<file path="src/rtl/assert_macros.svh">
// assertion helpers shared by the rtl modules
// each macro expects clk_i and rst_ni to exist in the module that uses it
`ifndef ASSERT_MACROS_SVH
`define ASSERT_MACROS_SVH

// same-cycle implication
`define ASSERT_IMPL(label, ante, cons, msg) \
  label: assert property (@(posedge clk_i) disable iff (!rst_ni) (ante) |-> (cons)) \
    else $error(msg);

// next-cycle implication
`define ASSERT_NEXT(label, ante, cons, msg) \
  label: assert property (@(posedge clk_i) disable iff (!rst_ni) (ante) |=> (cons)) \
    else $error(msg);

`endif

</file>
<file path="src/rtl/csp_pkg.sv">
`timescale 1ns / 1ps
// ----------------------------------------------------------------------------
// csp_pkg
// Shared types and constants of the cpu affinity spec parser.
// ----------------------------------------------------------------------------
package csp_pkg;

  localparam int unsigned MASK_BITS_DEF = 64;
  localparam int unsigned CH_W          = 8;
  localparam int unsigned STATUS_W      = 2;
  localparam int unsigned CPU_MASK_W    = 64;
  localparam int unsigned IN_DATA_W     = 8;
  // status and mask packed, padded to whole bytes
  localparam int unsigned OUT_DATA_W    = ((STATUS_W + CPU_MASK_W + 7) / 8) * 8;

  localparam logic [STATUS_W-1:0] STATUS_OK        = 2'd0;
  localparam logic [STATUS_W-1:0] STATUS_EMPTY_HEX = 2'd1;
  localparam logic [STATUS_W-1:0] STATUS_BAD_HEX   = 2'd2;
  localparam logic [STATUS_W-1:0] STATUS_SYNTAX    = 2'd3;

  localparam logic [CH_W-1:0] CH_ZERO  = 8'h30;
  localparam logic [CH_W-1:0] CH_NINE  = 8'h39;
  localparam logic [CH_W-1:0] CH_X     = 8'h78;
  localparam logic [CH_W-1:0] CH_COMMA = 8'h2c;
  localparam logic [CH_W-1:0] CH_DASH  = 8'h2d;
  localparam logic [CH_W-1:0] CH_LC_A  = 8'h61;
  localparam logic [CH_W-1:0] CH_LC_F  = 8'h66;
  localparam logic [CH_W-1:0] CH_UC_A  = 8'h41;
  localparam logic [CH_W-1:0] CH_UC_F  = 8'h46;

  typedef struct packed {
    logic [CH_W-1:0] ch;
    logic            is_end;
    logic            new_job;
  } csp_item_t;

  typedef struct packed {
    logic [STATUS_W-1:0]   status;
    logic [CPU_MASK_W-1:0] cpu_mask;
  } csp_result_t;

endpackage

</file>
<file path="src/rtl/csp_range_mask.sv">
`timescale 1ns / 1ps
// ----------------------------------------------------------------------------
// csp_range_mask
// Parallel comparators that set every cpu bit between lo and hi inclusive.
// ----------------------------------------------------------------------------
module csp_range_mask #(
  parameter int unsigned MASK_BITS = csp_pkg::MASK_BITS_DEF
) (
  input  logic [csp_pkg::CH_W-1:0] lo_i,
  input  logic [csp_pkg::CH_W-1:0] hi_i,
  output logic [MASK_BITS-1:0]     mask_o
);

  for (genvar i = 0; i < MASK_BITS; i++) begin : g_bit
    localparam logic [csp_pkg::CH_W-1:0] Idx = csp_pkg::CH_W'(i);
    // an inverted range leaves every bit clear
    assign mask_o[i] = (lo_i <= Idx) && (Idx <= hi_i);
  end

endmodule

</file>
<file path="src/rtl/csp_core.sv">
`timescale 1ns / 1ps
// ----------------------------------------------------------------------------
// csp_core
// Per-character parse state, hex and list decoding and the job mask.
// ----------------------------------------------------------------------------
`include "assert_macros.svh"

module csp_core #(
  parameter int unsigned MASK_BITS = csp_pkg::MASK_BITS_DEF
) (
  input  logic                 clk_i,
  input  logic                 rst_ni,
  input  logic                 item_valid_i,
  input  csp_pkg::csp_item_t   item_i,
  output logic                 res_valid_o,
  output csp_pkg::csp_result_t res_o
);

  typedef enum logic [2:0] {
    PH_START,
    PH_ZERO,
    PH_LIST,
    PH_HEX,
    PH_LERR,
    PH_HERR
  } phase_e;

  phase_e                      phase_q, phase_d;
  logic [MASK_BITS-1:0]        hex_q, hex_d;
  logic [csp_pkg::CH_W-1:0]    number_q, number_d;
  logic [csp_pkg::CH_W-1:0]    range_low_q, range_low_d;
  logic                        range_open_q, range_open_d;
  logic                        seen_q, seen_d;
  logic                        need_q, need_d;
  logic                        prev_q, prev_d;
  logic [MASK_BITS-1:0]        spec_q, spec_d;
  logic [MASK_BITS-1:0]        job_q, job_d;

  logic                        is_digit;
  logic [csp_pkg::CH_W-1:0]    number_dec;
  logic                        close_err;
  logic [csp_pkg::CH_W-1:0]    range_lo;
  logic [MASK_BITS-1:0]        range_bits;
  logic                        hex_ok;
  logic [3:0]                  hex_nib;
  logic [MASK_BITS-1:0]        job_base;
  logic                        end_err;

  assign is_digit = (item_i.ch >= csp_pkg::CH_ZERO) && (item_i.ch <= csp_pkg::CH_NINE);

  // number * 10 + digit, wrapping at 8 bits
  assign number_dec = {number_q[4:0], 3'b000} + {number_q[6:0], 1'b0}
                    + {4'b0000, item_i.ch[3:0]};

  assign close_err = range_open_q && (number_q <= range_low_q);
  assign range_lo  = range_open_q ? range_low_q : number_q;

  csp_range_mask #(
    .MASK_BITS(MASK_BITS)
  ) u_range (
    .lo_i  (range_lo),
    .hi_i  (number_q),
    .mask_o(range_bits)
  );

  always_comb begin
    hex_ok  = 1'b1;
    hex_nib = item_i.ch[3:0];
    if (!is_digit) begin
      if ((item_i.ch >= csp_pkg::CH_LC_A && item_i.ch <= csp_pkg::CH_LC_F) ||
          (item_i.ch >= csp_pkg::CH_UC_A && item_i.ch <= csp_pkg::CH_UC_F)) begin
        // letters a..f have low nibble 1..6
        hex_nib = item_i.ch[3:0] + 4'd9;
      end else begin
        hex_ok  = 1'b0;
        hex_nib = 4'd0;
      end
    end
  end

  assign job_base = item_i.new_job ? '0 : job_q;
  assign end_err  = (phase_q == PH_LERR) || need_q || (prev_q && close_err);

  always_comb begin
    phase_d      = phase_q;
    hex_d        = hex_q;
    number_d     = number_q;
    range_low_d  = range_low_q;
    range_open_d = range_open_q;
    seen_d       = seen_q;
    need_d       = need_q;
    prev_d       = prev_q;
    spec_d       = spec_q;
    job_d        = job_q;
    res_valid_o  = 1'b0;
    res_o.status = csp_pkg::STATUS_OK;
    if (item_valid_i) begin
      job_d = job_base;
      if (!item_i.is_end) begin
        case (phase_q)
          PH_START, PH_ZERO, PH_LIST: begin
            if (phase_q == PH_ZERO && item_i.ch == csp_pkg::CH_X) begin
              phase_d  = PH_HEX;
              number_d = '0;
              seen_d   = 1'b0;
              prev_d   = 1'b0;
            end else begin
              if (phase_q == PH_START) begin
                phase_d = (item_i.ch == csp_pkg::CH_ZERO) ? PH_ZERO : PH_LIST;
              end else begin
                phase_d = PH_LIST;
              end
              if (is_digit) begin
                number_d = number_dec;
                seen_d   = 1'b1;
                prev_d   = 1'b1;
                need_d   = 1'b0;
              end else if (need_q || !seen_q) begin
                phase_d = PH_LERR;
              end else if (item_i.ch == csp_pkg::CH_COMMA) begin
                if (prev_q && close_err) begin
                  phase_d = PH_LERR;
                end else begin
                  if (prev_q) begin
                    spec_d       = spec_q | range_bits;
                    range_open_d = 1'b0;
                    number_d     = '0;
                  end
                  need_d = 1'b1;
                  prev_d = 1'b0;
                end
              end else if (item_i.ch == csp_pkg::CH_DASH) begin
                if (range_open_q) begin
                  phase_d = PH_LERR;
                end else begin
                  range_low_d  = number_q;
                  range_open_d = 1'b1;
                  number_d     = '0;
                  need_d       = 1'b1;
                  prev_d       = 1'b0;
                end
              end else begin
                phase_d = PH_LERR;
              end
            end
          end
          PH_HEX: begin
            if (hex_ok) begin
              hex_d  = {hex_q[MASK_BITS-5:0], hex_nib};
              seen_d = 1'b1;
            end else begin
              phase_d = PH_HERR;
            end
          end
          default: begin
            phase_d = phase_q;
          end
        endcase
      end else begin
        res_valid_o = 1'b1;
        case (phase_q)
          PH_HEX: begin
            if (seen_q) begin
              job_d = job_base | hex_q;
            end else begin
              res_o.status = csp_pkg::STATUS_EMPTY_HEX;
            end
          end
          PH_HERR: begin
            res_o.status = csp_pkg::STATUS_BAD_HEX;
          end
          default: begin
            if (end_err) begin
              res_o.status = csp_pkg::STATUS_SYNTAX;
            end else begin
              job_d = job_base | spec_q | (prev_q ? range_bits : '0);
            end
          end
        endcase
        phase_d      = PH_START;
        hex_d        = '0;
        number_d     = '0;
        range_low_d  = '0;
        range_open_d = 1'b0;
        seen_d       = 1'b0;
        need_d       = 1'b0;
        prev_d       = 1'b0;
        spec_d       = '0;
      end
    end
    res_o.cpu_mask = csp_pkg::CPU_MASK_W'(job_d);
  end

  always_ff @(posedge clk_i or negedge rst_ni) begin
    if (!rst_ni) begin
      phase_q      <= PH_START;
      hex_q        <= '0;
      number_q     <= '0;
      range_low_q  <= '0;
      range_open_q <= 1'b0;
      seen_q       <= 1'b0;
      need_q       <= 1'b0;
      prev_q       <= 1'b0;
      spec_q       <= '0;
      job_q        <= '0;
    end else begin
      phase_q      <= phase_d;
      hex_q        <= hex_d;
      number_q     <= number_d;
      range_low_q  <= range_low_d;
      range_open_q <= range_open_d;
      seen_q       <= seen_d;
      need_q       <= need_d;
      prev_q       <= prev_d;
      spec_q       <= spec_d;
      job_q        <= job_d;
    end
  end

  `ASSERT_NEXT(a_job_hold, !item_valid_i, $stable(job_q), "job mask changed with no item")
  `ASSERT_NEXT(a_end_clears, item_valid_i && item_i.is_end,
               phase_q == PH_START && spec_q == '0, "string state not cleared after end")
  `ASSERT_IMPL(a_hex_idle, phase_q != PH_HEX && phase_q != PH_HERR, hex_q == '0,
               "hex accumulator set outside hex form")
  `ASSERT_IMPL(a_need_after_digit, need_q, seen_q && !prev_q,
               "separator pending without a preceding number")

endmodule

</file>
<file path="src/rtl/cpu_affinity_spec_parser.sv">
`timescale 1ns / 1ps
// ----------------------------------------------------------------------------
// cpu_affinity_spec_parser
// Parses cpu affinity specs (hex masks or decimal cpu lists) one character
// per transaction and ORs each valid spec into an accumulated job mask.
// ----------------------------------------------------------------------------
//  channel   dir  tdata                         tlast    tuser
//  s_axis    in   ch[7:0]                       is_end   new_job
//  m_axis    out  status[1:0], cpu_mask[65:2]   -        -
//
//  one character per cycle sustained while no end marker waits on a stalled result;
//  the parse state updates in one pass; an accepted end marker's result passes
//  the input register, then the result register, before it leaves
//  reset clears the parse state, the job mask and both valid flags
//  a stalled result holds only an end marker in the input register;
//  other characters keep flowing
// ----------------------------------------------------------------------------
`include "assert_macros.svh"

module cpu_affinity_spec_parser #(
  parameter int unsigned MASK_BITS = csp_pkg::MASK_BITS_DEF
) (
  input  logic                           clk_i,
  input  logic                           rst_ni,
  input  logic                           s_axis_tvalid,
  output logic                           s_axis_tready,
  input  logic [csp_pkg::IN_DATA_W-1:0]  s_axis_tdata,   // ch[7:0]
  input  logic                           s_axis_tlast,   // is_end
  input  logic                           s_axis_tuser,   // new_job
  output logic                           m_axis_tvalid,
  input  logic                           m_axis_tready,
  output logic [csp_pkg::OUT_DATA_W-1:0] m_axis_tdata    // status[1:0], cpu_mask[65:2]
);

  logic                 in_valid_q;
  csp_pkg::csp_item_t   in_item_q;
  logic                 advance;
  logic                 res_valid;
  csp_pkg::csp_result_t res;
  logic                 out_valid_q;
  csp_pkg::csp_result_t out_q;

  // an end marker needs room in the result register
  assign advance = in_valid_q && (!in_item_q.is_end || !out_valid_q || m_axis_tready);
  assign s_axis_tready = !in_valid_q || advance;

  always_ff @(posedge clk_i or negedge rst_ni) begin
    if (!rst_ni) begin
      in_valid_q <= 1'b0;
    end else if (s_axis_tvalid && s_axis_tready) begin
      in_valid_q <= 1'b1;
    end else if (advance) begin
      in_valid_q <= 1'b0;
    end
  end

  always_ff @(posedge clk_i) begin
    if (s_axis_tvalid && s_axis_tready) begin
      in_item_q.ch      <= s_axis_tdata[csp_pkg::CH_W-1:0];
      in_item_q.is_end  <= s_axis_tlast;
      in_item_q.new_job <= s_axis_tuser;
    end
  end

  csp_core #(
    .MASK_BITS(MASK_BITS)
  ) u_core (
    .clk_i       (clk_i),
    .rst_ni      (rst_ni),
    .item_valid_i(advance),
    .item_i      (in_item_q),
    .res_valid_o (res_valid),
    .res_o       (res)
  );

  always_ff @(posedge clk_i or negedge rst_ni) begin
    if (!rst_ni) begin
      out_valid_q <= 1'b0;
    end else if (advance && res_valid) begin
      out_valid_q <= 1'b1;
    end else if (m_axis_tready) begin
      out_valid_q <= 1'b0;
    end
  end

  always_ff @(posedge clk_i) begin
    if (advance && res_valid) begin
      out_q <= res;
    end
  end

  assign m_axis_tvalid = out_valid_q;
  assign m_axis_tdata  = {{(csp_pkg::OUT_DATA_W - csp_pkg::STATUS_W - csp_pkg::CPU_MASK_W){1'b0}},
                          out_q.cpu_mask, out_q.status};

  `ASSERT_IMPL(a_result_from_end, $rose(out_valid_q), $past(in_item_q.is_end && advance),
               "result produced without an end marker")
  `ASSERT_IMPL(a_no_overwrite, out_valid_q && !m_axis_tready, !(advance && res_valid),
               "pending result overwritten")

endmodule

</file>
<file path="config.mk">
export PLATFORM = sky130hd
export DESIGN_NAME = cpu_affinity_spec_parser
export DESIGN_NICKNAME = d
export VERILOG_FILES = /design/src/rtl/csp_pkg.sv /design/src/rtl/csp_range_mask.sv /design/src/rtl/csp_core.sv /design/src/rtl/cpu_affinity_spec_parser.sv
export VERILOG_INCLUDE_DIRS = /design/src /design/src/rtl
export SDC_FILE = /design/constraint.sdc
export NUM_CORES = 1
export LEC_CHECK = 0
export BUFFER_PORTS_ARGS = -buffer_cell sky130_fd_sc_hd__clkbuf_2
export CELL_PAD_IN_SITES_DETAIL_PLACEMENT = 1
export CELL_PAD_IN_SITES_GLOBAL_PLACEMENT = 2
export CORE_UTILIZATION = 44
export DETAILED_ROUTE_END_ITERATION = 8
export HOLD_SLACK_MARGIN = 0.1
export PLACE_DENSITY_LB_ADDON = 0.1
export SLEW_MARGIN = 0
export SYNTH_ARGS = -nofsm -noshare
export SYNTH_HDL_FRONTEND = slang
export SYNTH_SLANG_ARGS = --single-unit
</file>
<file path="constraint.sdc">
create_clock -name clk_i -period 9.1 [get_ports clk_i]
set_input_delay 0.455 -clock clk_i [delete_from_list [all_inputs] [get_ports clk_i]]
set_output_delay 0.455 -clock clk_i [all_outputs]
set_load 0.005 [all_outputs]
</file>
==> metrics.txt, run 1 <==
final hold vios 0; final worst-path cycle share 0.4147; YS warnings 0; power per cell area 192.4 nW/µm²; Max VDD drop between 0.0002 and 0.00025 V; Worst-Skew Late Latency approximately 0.52 ns; Reg clk slew, reported paths ~0.060 ns; Critical Path End Type register; mean cell area of the mapped netlist roughly 11 µm²; Netlist cell types 78; switch share 0.2351; Detailed Routing Iterations Pass 1 5; final wirelength ~44,000 µm; kind of critical path reg -> reg; final setup fails 0; status completed; Synth async-reset ratio 0.7406; port bufs 81; die width approximately 180 µm; grt total ovfl 0; post-route ant nets 0; Critical Path RT around 9.4 ns; ys flop type dfrtp_1; RSZ-0062 raised after global routing false; clock skew about 0.022 ns; CTS buffer count 34; min-delay src s_axis_tlast; Clock Sinks around 290; Layout Area Growth over Synthesis 13.11%; CTS tree yes; largest net degree at the start of global routing 94; CTS resizes 0; CP top delay family compound AO/OA/AOI/OAI gates; vias in the first global route ~11,000; I/O pins 88; Mapped Cells approximately 1,200; Root Buffer clkbuf_16; Max Fclk roughly 0.26 GHz; metal2 WL approximately 20,000 µm; Critical Path Most Common Cell buf_4; Layout Utilization 0.5104; die outline area 31,430 µm²; Vias/cell 6.320; total negative slack 0 ns; Buf+Inv Stages, Crit Path 2; Comb pwr share 0.055; nets 1,286; crit path launch u_core.number_q[3]; commonest non-fill, non-tap cell in the layout dfrtp_1; wire length on met3 1847 µm; ant diodes 0; most frequent cells in the layout dfrtp_1 (217), a21oi_1 (118), a22o_1 (99), clkbuf_2 (80), edfxtp_1 (76); Clock Path Buffers 3; starting density of the core 0.4513; DPL Wire Length approximately 29,000 µm; Rows 63; vias between 10,000 and 15,000; Post-synth EDFFs 76; Max Cap Viol 0; internal power ~2300 µW; All-Layer GR Usage 0.2848; sequential share of power 0.479; Worst R2R Start u_core.number_q[3]; H-Tree Level Count 2; worst min path class in -> reg; Clk network pwr share 0.466; crit-path cells ha_1, nand2_1, a21oi_1, o21ai_1, a311oi_2, buf_4, nand3_2, buf_4, o21ai_0; sw power a little under 700 µW; layout cells sized above 1 0.1404; Critical Path AT 4.11 ns; Final Critical Period ~3.8 ns; mapped cell area 13,520 µm²; worst relative slew slack 0.1010; Fillers around 3,200; synthesized flop and latch total a little under 300; core box area 29,950 µm²; DRC Markers 0; Iteration-0 DRC Markers ~900; RePlAce Congestion a little over 0.9; startpoint class of the critical path register; max layer used met4; slowest stage delay, CP 0.73 ns; sequential area share after synthesis 0.5705; Met1 Routed Length around 20,000 µm; first-pass GRT wire length approximately 67,000 µm; die height between 150 and 200 µm; initial antenna violation count 0; worst-path fanout max 26; static leakage about 0.0065 µW; post-DR wirelength/cell ~26 µm; CP max-delay cell dfrtp_1; Slew @ Worst Pin 1.346 ns; Pins Over Slew Limit 0
-- layout make-up --
cell class | instances | area, µm² | area share
Inverter | 30 | 113.9 | 0.007447
Sequential cell | 293 | 7712 | 0.5044
Clock buffer | 50 | 1002 | 0.06555
Timing Repair Buffer | 103 | 583.1 | 0.03813
Clock inverter | 12 | 132.6 | 0.008674
Multi-Input combinational cell | 787 | 5258 | 0.3439
Tap cell | 390 | 488.0 | 0.03191
-- worst register-to-register path, stage by stage (launching register included) --
cell and delay (ns):
dfrtp_1 0.73, ha_1 0.51, nand2_1 0.10, a21oi_1 0.19, o21ai_1 0.15, a311oi_2 0.28, buf_4 0.27, nand3_2 0.58
buf_4 0.51, o21ai_0 0.27
-- final timing paths --
| kind | endpoint | cells after the start | slack (ns) |
|---|---|---|---|
| max | m_axis_tdata[57] | 9 | 5.33 |
| min | in_item_q[1] | 1 | 0.13 |
| max reg2reg | m_axis_tdata[57] | 9 | 5.33 |
| min reg2reg | u_core.spec_q[25] | 2 | 0.48 |
| max in group asynchronous | u_core.job_q[37] | 3 | 7.11 |
| min in group asynchronous | u_core.hex_q[59] | 2 | 0.57 |
-- power groups by stage --
stage	Sequential (µW)	Combinational [µW]	Clock, µW
after floorplan	1430	87.2	0
after global placement	1430	161	0
after detailed placement	1430	163	0
after CTS	1410	164	1390
after global routing	1410	179	1440
final	1410	161	1370
-- flip-flops by register name, summed over array words and instances, names as in the netlist --
signal / cells
m_axis_tdata: 66
u_core.hex_q: 64
u_core.job_q: 64
u_core.spec_q: 64
in_item_q: 10
u_core.number_q: 8
u_core.range_low_q: 8
u_core.phase_q: 3
in_valid_q: 1
m_axis_tvalid: 1
u_core.need_q: 1
u_core.prev_q: 1
u_core.range_open_q: 1
u_core.seen_q: 1
-- synth_stat cells, types with 4 or more instances --
cell       instances  area [µm²]
dfrtp_1          217        5430
and3_1             5       31.28
a22o_1            99       867.1
nor2_1            34       127.6
nand2b_1          14       87.58
nor3_1            19       95.09
o22ai_1            5       31.28
a31oi_1           13       81.33
and2_1            10       62.56
a221oi_1          18       157.7
a21o_1             8       60.06
a211oi_1          16       120.1
or2_2              5       31.28
nor2b_1            4       25.02
a21oi_1          118       590.6
inv_1             29       108.9
nor3b_1            5       37.54
o31ai_1           16       120.1
clkbuf_1          72       270.3
edfxtp_1          76        2282
buf_6              9       101.4
o211ai_1          10       75.07
xnor2_1            7       61.31
buf_4              7       52.55
or3_1              5       31.28
nand3_1           28       140.1
buf_2             10       50.05
a22oi_1           53       397.9
a2bb2oi_1          5       43.79
o21ai_0           51       255.2
a32o_1            28       280.3
o21ai_1           47       235.2
nand2_1           71       266.5
ha_1              21       262.8
nand4_1            8       50.05
-- through the flow --
| step | hold slack (ns) | area [µm²] | std cells | total power, µW | worst slack (ns) |
|---|---|---|---|---|---|
| global route | 0.1168 | 15290 | 1665 | 3034 | 5.104 |
| floorplan | 0.1594 | 13540 | 1209 | 1513 | 5.456 |
| detailed placement | 0.4734 | 14140 | 1602 | 1597 | 5.402 |
| global placement | 0.4624 | 14140 | 1602 | 1594 | 5.513 |
| CTS | 0.1128 | 15290 | 1665 | 2968 | 5.391 |
| finish | 0.1254 | 15290 | 1665 | 2942 | 5.326 |
-- metal layers --
layer / track usage / vias up
met5: 0 / -
met4: 0.09651 / 0
met3: 0.03501 / 71
met2: 0.4492 / 277
met1: 0.4060 / 5456
li1: - / 4718
-- timing repair --
item,in CTS,in global routing
setup buffers,0,0
hold buffers,1,0
hold endpoints to repair,91,0
-- cells by family after synthesis --
| family | synth area share |
|---|---|
| mux | 0.006016 |
| flops | 0.5705 |
| xor+xnor | 0.005183 |
| simple gates | 0.08571 |
| fa+ha+maj | 0.02240 |
| compound gates | 0.2662 |
| other cells | 0.0002774 |
| buf+inv | 0.04369 |
Power figures use the tool's default switching activity.
==> inputs of run 2 (changes only) <==
CORE_UTILIZATION = 41   (was 44)
clock period = 3.5 ns   (was 9.1 ns; I/O delays follow)
==> run 2 against run 1 <==
Net effect: utilization shrank 2.3 points; via count rose by 1.9%; combinational power rose to 2.9 times the previous value; global-route usage shrank 0.42 points; flip-flop and latch count unchanged; sequential share of layout area is 1.7 points lower; clock skew down 0.0012 ns; die area increased by 7.2%; critical path type unchanged; largest cell class unchanged; largest power group unchanged; highest routed layer unchanged.
==> metrics.txt, run 2 (synthesized netlist as in run 1, its figures left out) <==
status completed; Critical Path RT around 3.8 ns; nets 1,336; Final Critical Period approximately 3.3 ns; most frequent cells in the layout dfrtp_1 (217), a21oi_1 (118), a22o_1 (99), clkbuf_2 (80), edfxtp_1 (76); R2R cell count 6; largest net degree at the start of global routing 79; CTS buffer count 35; hold slack around 0.21 ns; ant diodes 0; Critical Path AT between 3 and 4 ns; initial antenna violation count 0; Iteration-0 DRC Markers roughly 1,000; startpoint class of the critical path register; All-Layer GR Usage 0.2807; DPL Wire Length 31,880 µm; Max Fclk ~0.31 GHz; CTS tree yes; post-route ant nets 0; worst relative slew slack 0.2400; CP max-delay cell a2111oi_0; switch share 0.2417; Vias/cell between 6 and 7; postcts setup bufs 0; Worst-Skew Late Latency approximately 0.52 ns; Reg clk slew, reported paths ~0.060 ns; post-route setup slack 0.2244 ns; vias 10,720; Root Buffer clkbuf_16; core box area 32,450 µm²; DRC Markers 0; I/O pins 88; final wirelength about 46,000 µm; starting density of the core 0.4165; Comb pwr share 0.062; Clock Sinks 293; Slew @ Worst Pin ~1.1 ns; r2r endpoint m_axis_tdata[44]; clock skew between 0.02 and 0.025 ns; CP top delay family compound AO/OA/AOI/OAI gates; Layout Area Growth over Synthesis 16.99%; internal power around 5800 µW; Largest register FFs 66; flop2flop setup slack 0.22 ns; Buf+Inv Stages, Crit Path 1; port bufs 81; first-pass GRT wire length 71,410 µm; die width around 180 µm; grt total ovfl 0; Clk network pwr share 0.458; layout cells sized above 1 0.1645; power per cell area 481.6 nW/µm²; Max Cap Viol 0; Max VDD drop 0.0003165 V; Pins Over Slew Limit 0; Detailed Routing Iterations Pass 1 5; Clock Path Buffers 3; final worst-path cycle share 0.9359; H-Tree Level Count 2; static leakage 0.006719 µW; Setup WS pre-CTS between 0.2 and 0.3 ns; RSZ-0062 raised after global routing false; die outline area roughly 34,000 µm²; total negative slack 0 ns; commonest non-fill, non-tap cell in the layout dfrtp_1; crit-path cells buf_4, mux2i_2, a31oi_1, a2111oi_0, a21oi_1, o21ai_1; final hold vios 0; vias in the first global route roughly 11,000; slowest stage delay, CP ~1.1 ns; kind of critical path reg -> reg; worst-path fanout max 20; sw power ~1800 µW; RePlAce Congestion roughly 0.94; Critical Path End Type register; worst min path class in -> async; WP depth 6; post-DR wirelength/cell between 20 and 30 µm; sequential share of power 0.481; final setup fails 0; Rows 66; Worst R2R Start u_core.range_open_q; die height roughly 180 µm
## run 2: cell count changes in the layout (fill, tap and decap cells not counted)
cell / delta
clkinv_2: +9
o21ai_1: -1
clkinv_1: +1
clkbuf_1: -3
inv_6: -1
buf_4: +28
o21ai_0: +1
dlygate4sd3_1: +13
clkbuf_8: -5
buf_12: +8
## run 2: stage by stage
step | instance area [µm²] | total power, µW | instances | utilization
global route | 15820 | 7877 | 1767 | 0.4873
finish | 15820 | 7616 | 1767 | 0.4873
detailed placement | 14580 | 4186 | 1690 | 0.4493
global placement | 14580 | 4180 | 1690 | 0.4493
floorplan | 13540 | 3932 | 1209 | -
CTS | 15820 | 7685 | 1767 | 0.4873
## run 2: worst max-delay path by stage
stage	start	slack, ns	to
floorplan	u_core.number_q[0]	0.92	m_axis_tdata[17]
CTS	u_core.range_open_q	0.22	m_axis_tdata[44]
global placement	u_core.range_open_q	0.35	m_axis_tdata[44]
finish	u_core.range_open_q	0.22	m_axis_tdata[44]
detailed placement	u_core.range_low_q[3]	0.26	u_core.spec_q[1]
global route	u_core.range_open_q	0.03	m_axis_tdata[44]
## run 2: layout make-up
cell class,instances,area (µm²)
Sequential cell,293,7712
Tap cell,442,553.0
Timing Repair Buffer,152,1084
Clock inverter,21,172.7
Multi-Input combinational cell,787,5258
Inverter,30,113.9
Fill cell,3512,16640
Clock buffer,42,922.1
## run 2: power by group through the flow
stage                     combinational (µW)  sequential, µW  clock [µW]
final                                    470            3660        3490
after global routing                     518            3670        3690
after CTS                                475            3660        3550
after detailed placement                 460            3730           0
after global placement                   457            3720           0
after floorplan                          226            3710           0
## run 2: repair_timing
| item | 4_1_cts | 5_1_grt |
|---|---|---|
| resized for setup | 0 | 0 |
| hold endpoints to repair | 88 | 0 |
| hold buffers | 14 | 0 |
## run 2: metal layers
| metal | global-route usage | part of all wire | up-vias | wire length [µm] |
|---|---|---|---|---|
| met5 | 0 | 0 | - | 0 |
| met4 | 0.09367 | 0.031 | 0 | 1439 |
| met3 | 0.03645 | 0.053 | 78 | 2441 |
| met2 | 0.4177 | 0.45 | 314 | 20580 |
| met1 | 0.4200 | 0.47 | 5506 | 21660 |
| li1 | - | - | 4821 | - |
==> inputs of run 3 (changes only) <==
clock period = 3.27 ns   (was 3.5 ns; I/O delays follow)
==> run 3 against run 2 <==
Net effect: wire length is 1.3% lower; clock skew barely moved; sequential power increased by 7.1%.
==> metrics.txt, run 3 (synthesized netlist as in run 1, its figures left out) <==
status completed; Detailed Routing Iterations Pass 1 4; RSZ-0062 raised after global routing false; All-Layer GR Usage 0.2749; ant diodes 0; r2r endpoint m_axis_tdata[44]; hold slack approximately 0.24 ns; Pins Over Slew Limit 0; grt total ovfl 0; startpoint class of the critical path register; Clock Path Buffers 3; Critical Path RT about 3.6 ns; DP Cell Count between 1,500 and 2,000; power per cell area 532.8 nW/µm²; vias 10,780; first-pass GRT wire length 69,980 µm; post-route ant nets 0; final wirelength approximately 46,000 µm; Slew @ Worst Pin between 1 and 1.5 ns; I/O pins between 80 and 90; initial antenna violation count 1; die width 183.6 µm; worst min path class in -> async; Critical Path End Type register; final hold vios 0; Final Critical Period about 3 ns; Critical Path AT about 3.4 ns; post-DR wirelength/cell about 26 µm; kind of critical path reg -> reg; die height 183.6 µm; starting density of the core 0.4165; vias in the first global route approximately 11,000; Max VDD drop ~0.00032 V; clock skew between 0.02 and 0.025 ns; nets 1,349; core box area around 32,000 µm²; Worst-Skew Late Latency 0.52 ns; Iteration-0 DRC Markers 934; Reg clk slew, reported paths 0.06 ns; RePlAce Congestion between 0.9 and 1; H-Tree Level Count 2; layout cells sized above 1 0.1726; Layout Cells excl Fill 1,780; largest net degree at the start of global routing a little under 100; Vias/cell between 6 and 7; final setup fails 0; Max Fclk around 0.33 GHz; Root Buffer clkbuf_16; CTS tree yes; Clock Sinks ~290; worst-path fanout max 30; flop2flop setup slack 0.21 ns; Fillers 3,443; CTS buffer count 34; final worst-path cycle share 0.9368; R2R cell count 8; Layout Area Growth over Synthesis 18.72%; DRC Markers 0; commonest non-fill, non-tap cell in the layout dfrtp_1; die outline area between 30,000 and 40,000 µm²; static leakage approximately 0.0068 µW; Worst R2R Start u_core.range_open_q; DPL Wire Length about 32,000 µm; Rows 66; Max Cap Viol 0; worst relative slew slack 0.3082; most frequent cells in the layout dfrtp_1 (217), a21oi_1 (118), a22o_1 (99), clkbuf_2 (80), edfxtp_1 (76); Largest register FFs 66; port bufs 81; total negative slack 0 ns
[run 3: cell count changes in the layout (fill, tap and decap cells not counted)]
cell / before / now
clkinv_2: 11 / 5
clkbuf_1: 5 / 9
clkbuf_8: 2 / 3
clkinvlp_4: 1 / 0
and2_4: 0 / 1
bufinv_16: 2 / 7
and2_2: 1 / 0
buf_4: 49 / 63
clkinv_1: 6 / 2
[run 3: layer usage]
| layer | share of wire | GRT usage | vias up | routed length [µm] |
|---|---|---|---|---|
| li1 | - | - | 4838 | - |
| met1 | 0.48 | 0.4089 | 5605 | 21680 |
| met2 | 0.46 | 0.4188 | 273 | 20720 |
| met3 | 0.045 | 0.03724 | 64 | 2067 |
| met4 | 0.023 | 0.07533 | 2 | 1051 |
| met5 | 0.00040 | 0 | - | 18 |
[run 3: worst max-delay path: stages (launching register included)]
cell,delay (ns)
dfrtp_1,0.56
buf_12,0.23
mux2i_2,0.48
a31oi_1,0.19
buf_4,0.19
a2111oi_0,0.77
buf_4,0.24
a21oi_1,0.07
o21ai_1,0.18
[run 3: how the worst max path moves through the flow]
stage                           from           endpoint  slack, ns  cells past startpoint
6_report         u_core.range_open_q   m_axis_tdata[44]       0.21                      8
3_3_place_gp     u_core.range_open_q   m_axis_tdata[44]       0.20                      8
5_1_grt          u_core.range_open_q   m_axis_tdata[44]       0.03                      8
4_1_cts        u_core.range_low_q[2]  u_core.spec_q[33]       0.06                      8
3_5_place_dp   u_core.range_low_q[1]  u_core.spec_q[33]       0.08                      8
2_1_floorplan     u_core.number_q[0]   m_axis_tdata[17]       0.69                     10
[run 3: area by class of cell]
class                   instances  area, µm²  share of cell area
flip-flops and latches        293       7712              0.4806
multi-input cells             787       5259              0.3277
repair buffers                166       1189             0.07407
clock buffers                  47      950.9             0.05925
well taps                     442      553.0             0.03446
clock inverters                15      270.3             0.01684
inverters                      30      113.9            0.007095
[run 3: stage by stage]
stage	total power (µW)	utilization	setup slack [ns]	instance area (µm²)
global placement	4468	0.4525	0.2000	14690
detailed placement	4475	0.4525	0.07904	14690
floorplan	4208	-	0.6936	13540
CTS	8631	0.4944	0.05972	16050
finish	8550	0.4945	0.2067	16050
global route	8808	0.4945	0.03257	16050
[run 3: where the power goes]
part	internal [µW]	leakage, µW	switching, µW
sequential	3850	0.00374	64.3
combinational	150	0.00251	354
clock	2600	0.000595	1530
total	6600	0.00684	1950
[run 3: repair_timing]
item                       4_1_cts  5_1_grt
gates resized for setup          0        1
hold buffers                    14        0
setup endpoints to repair        0       52
buffers inserted                 0        0
hold endpoints to repair       103        0
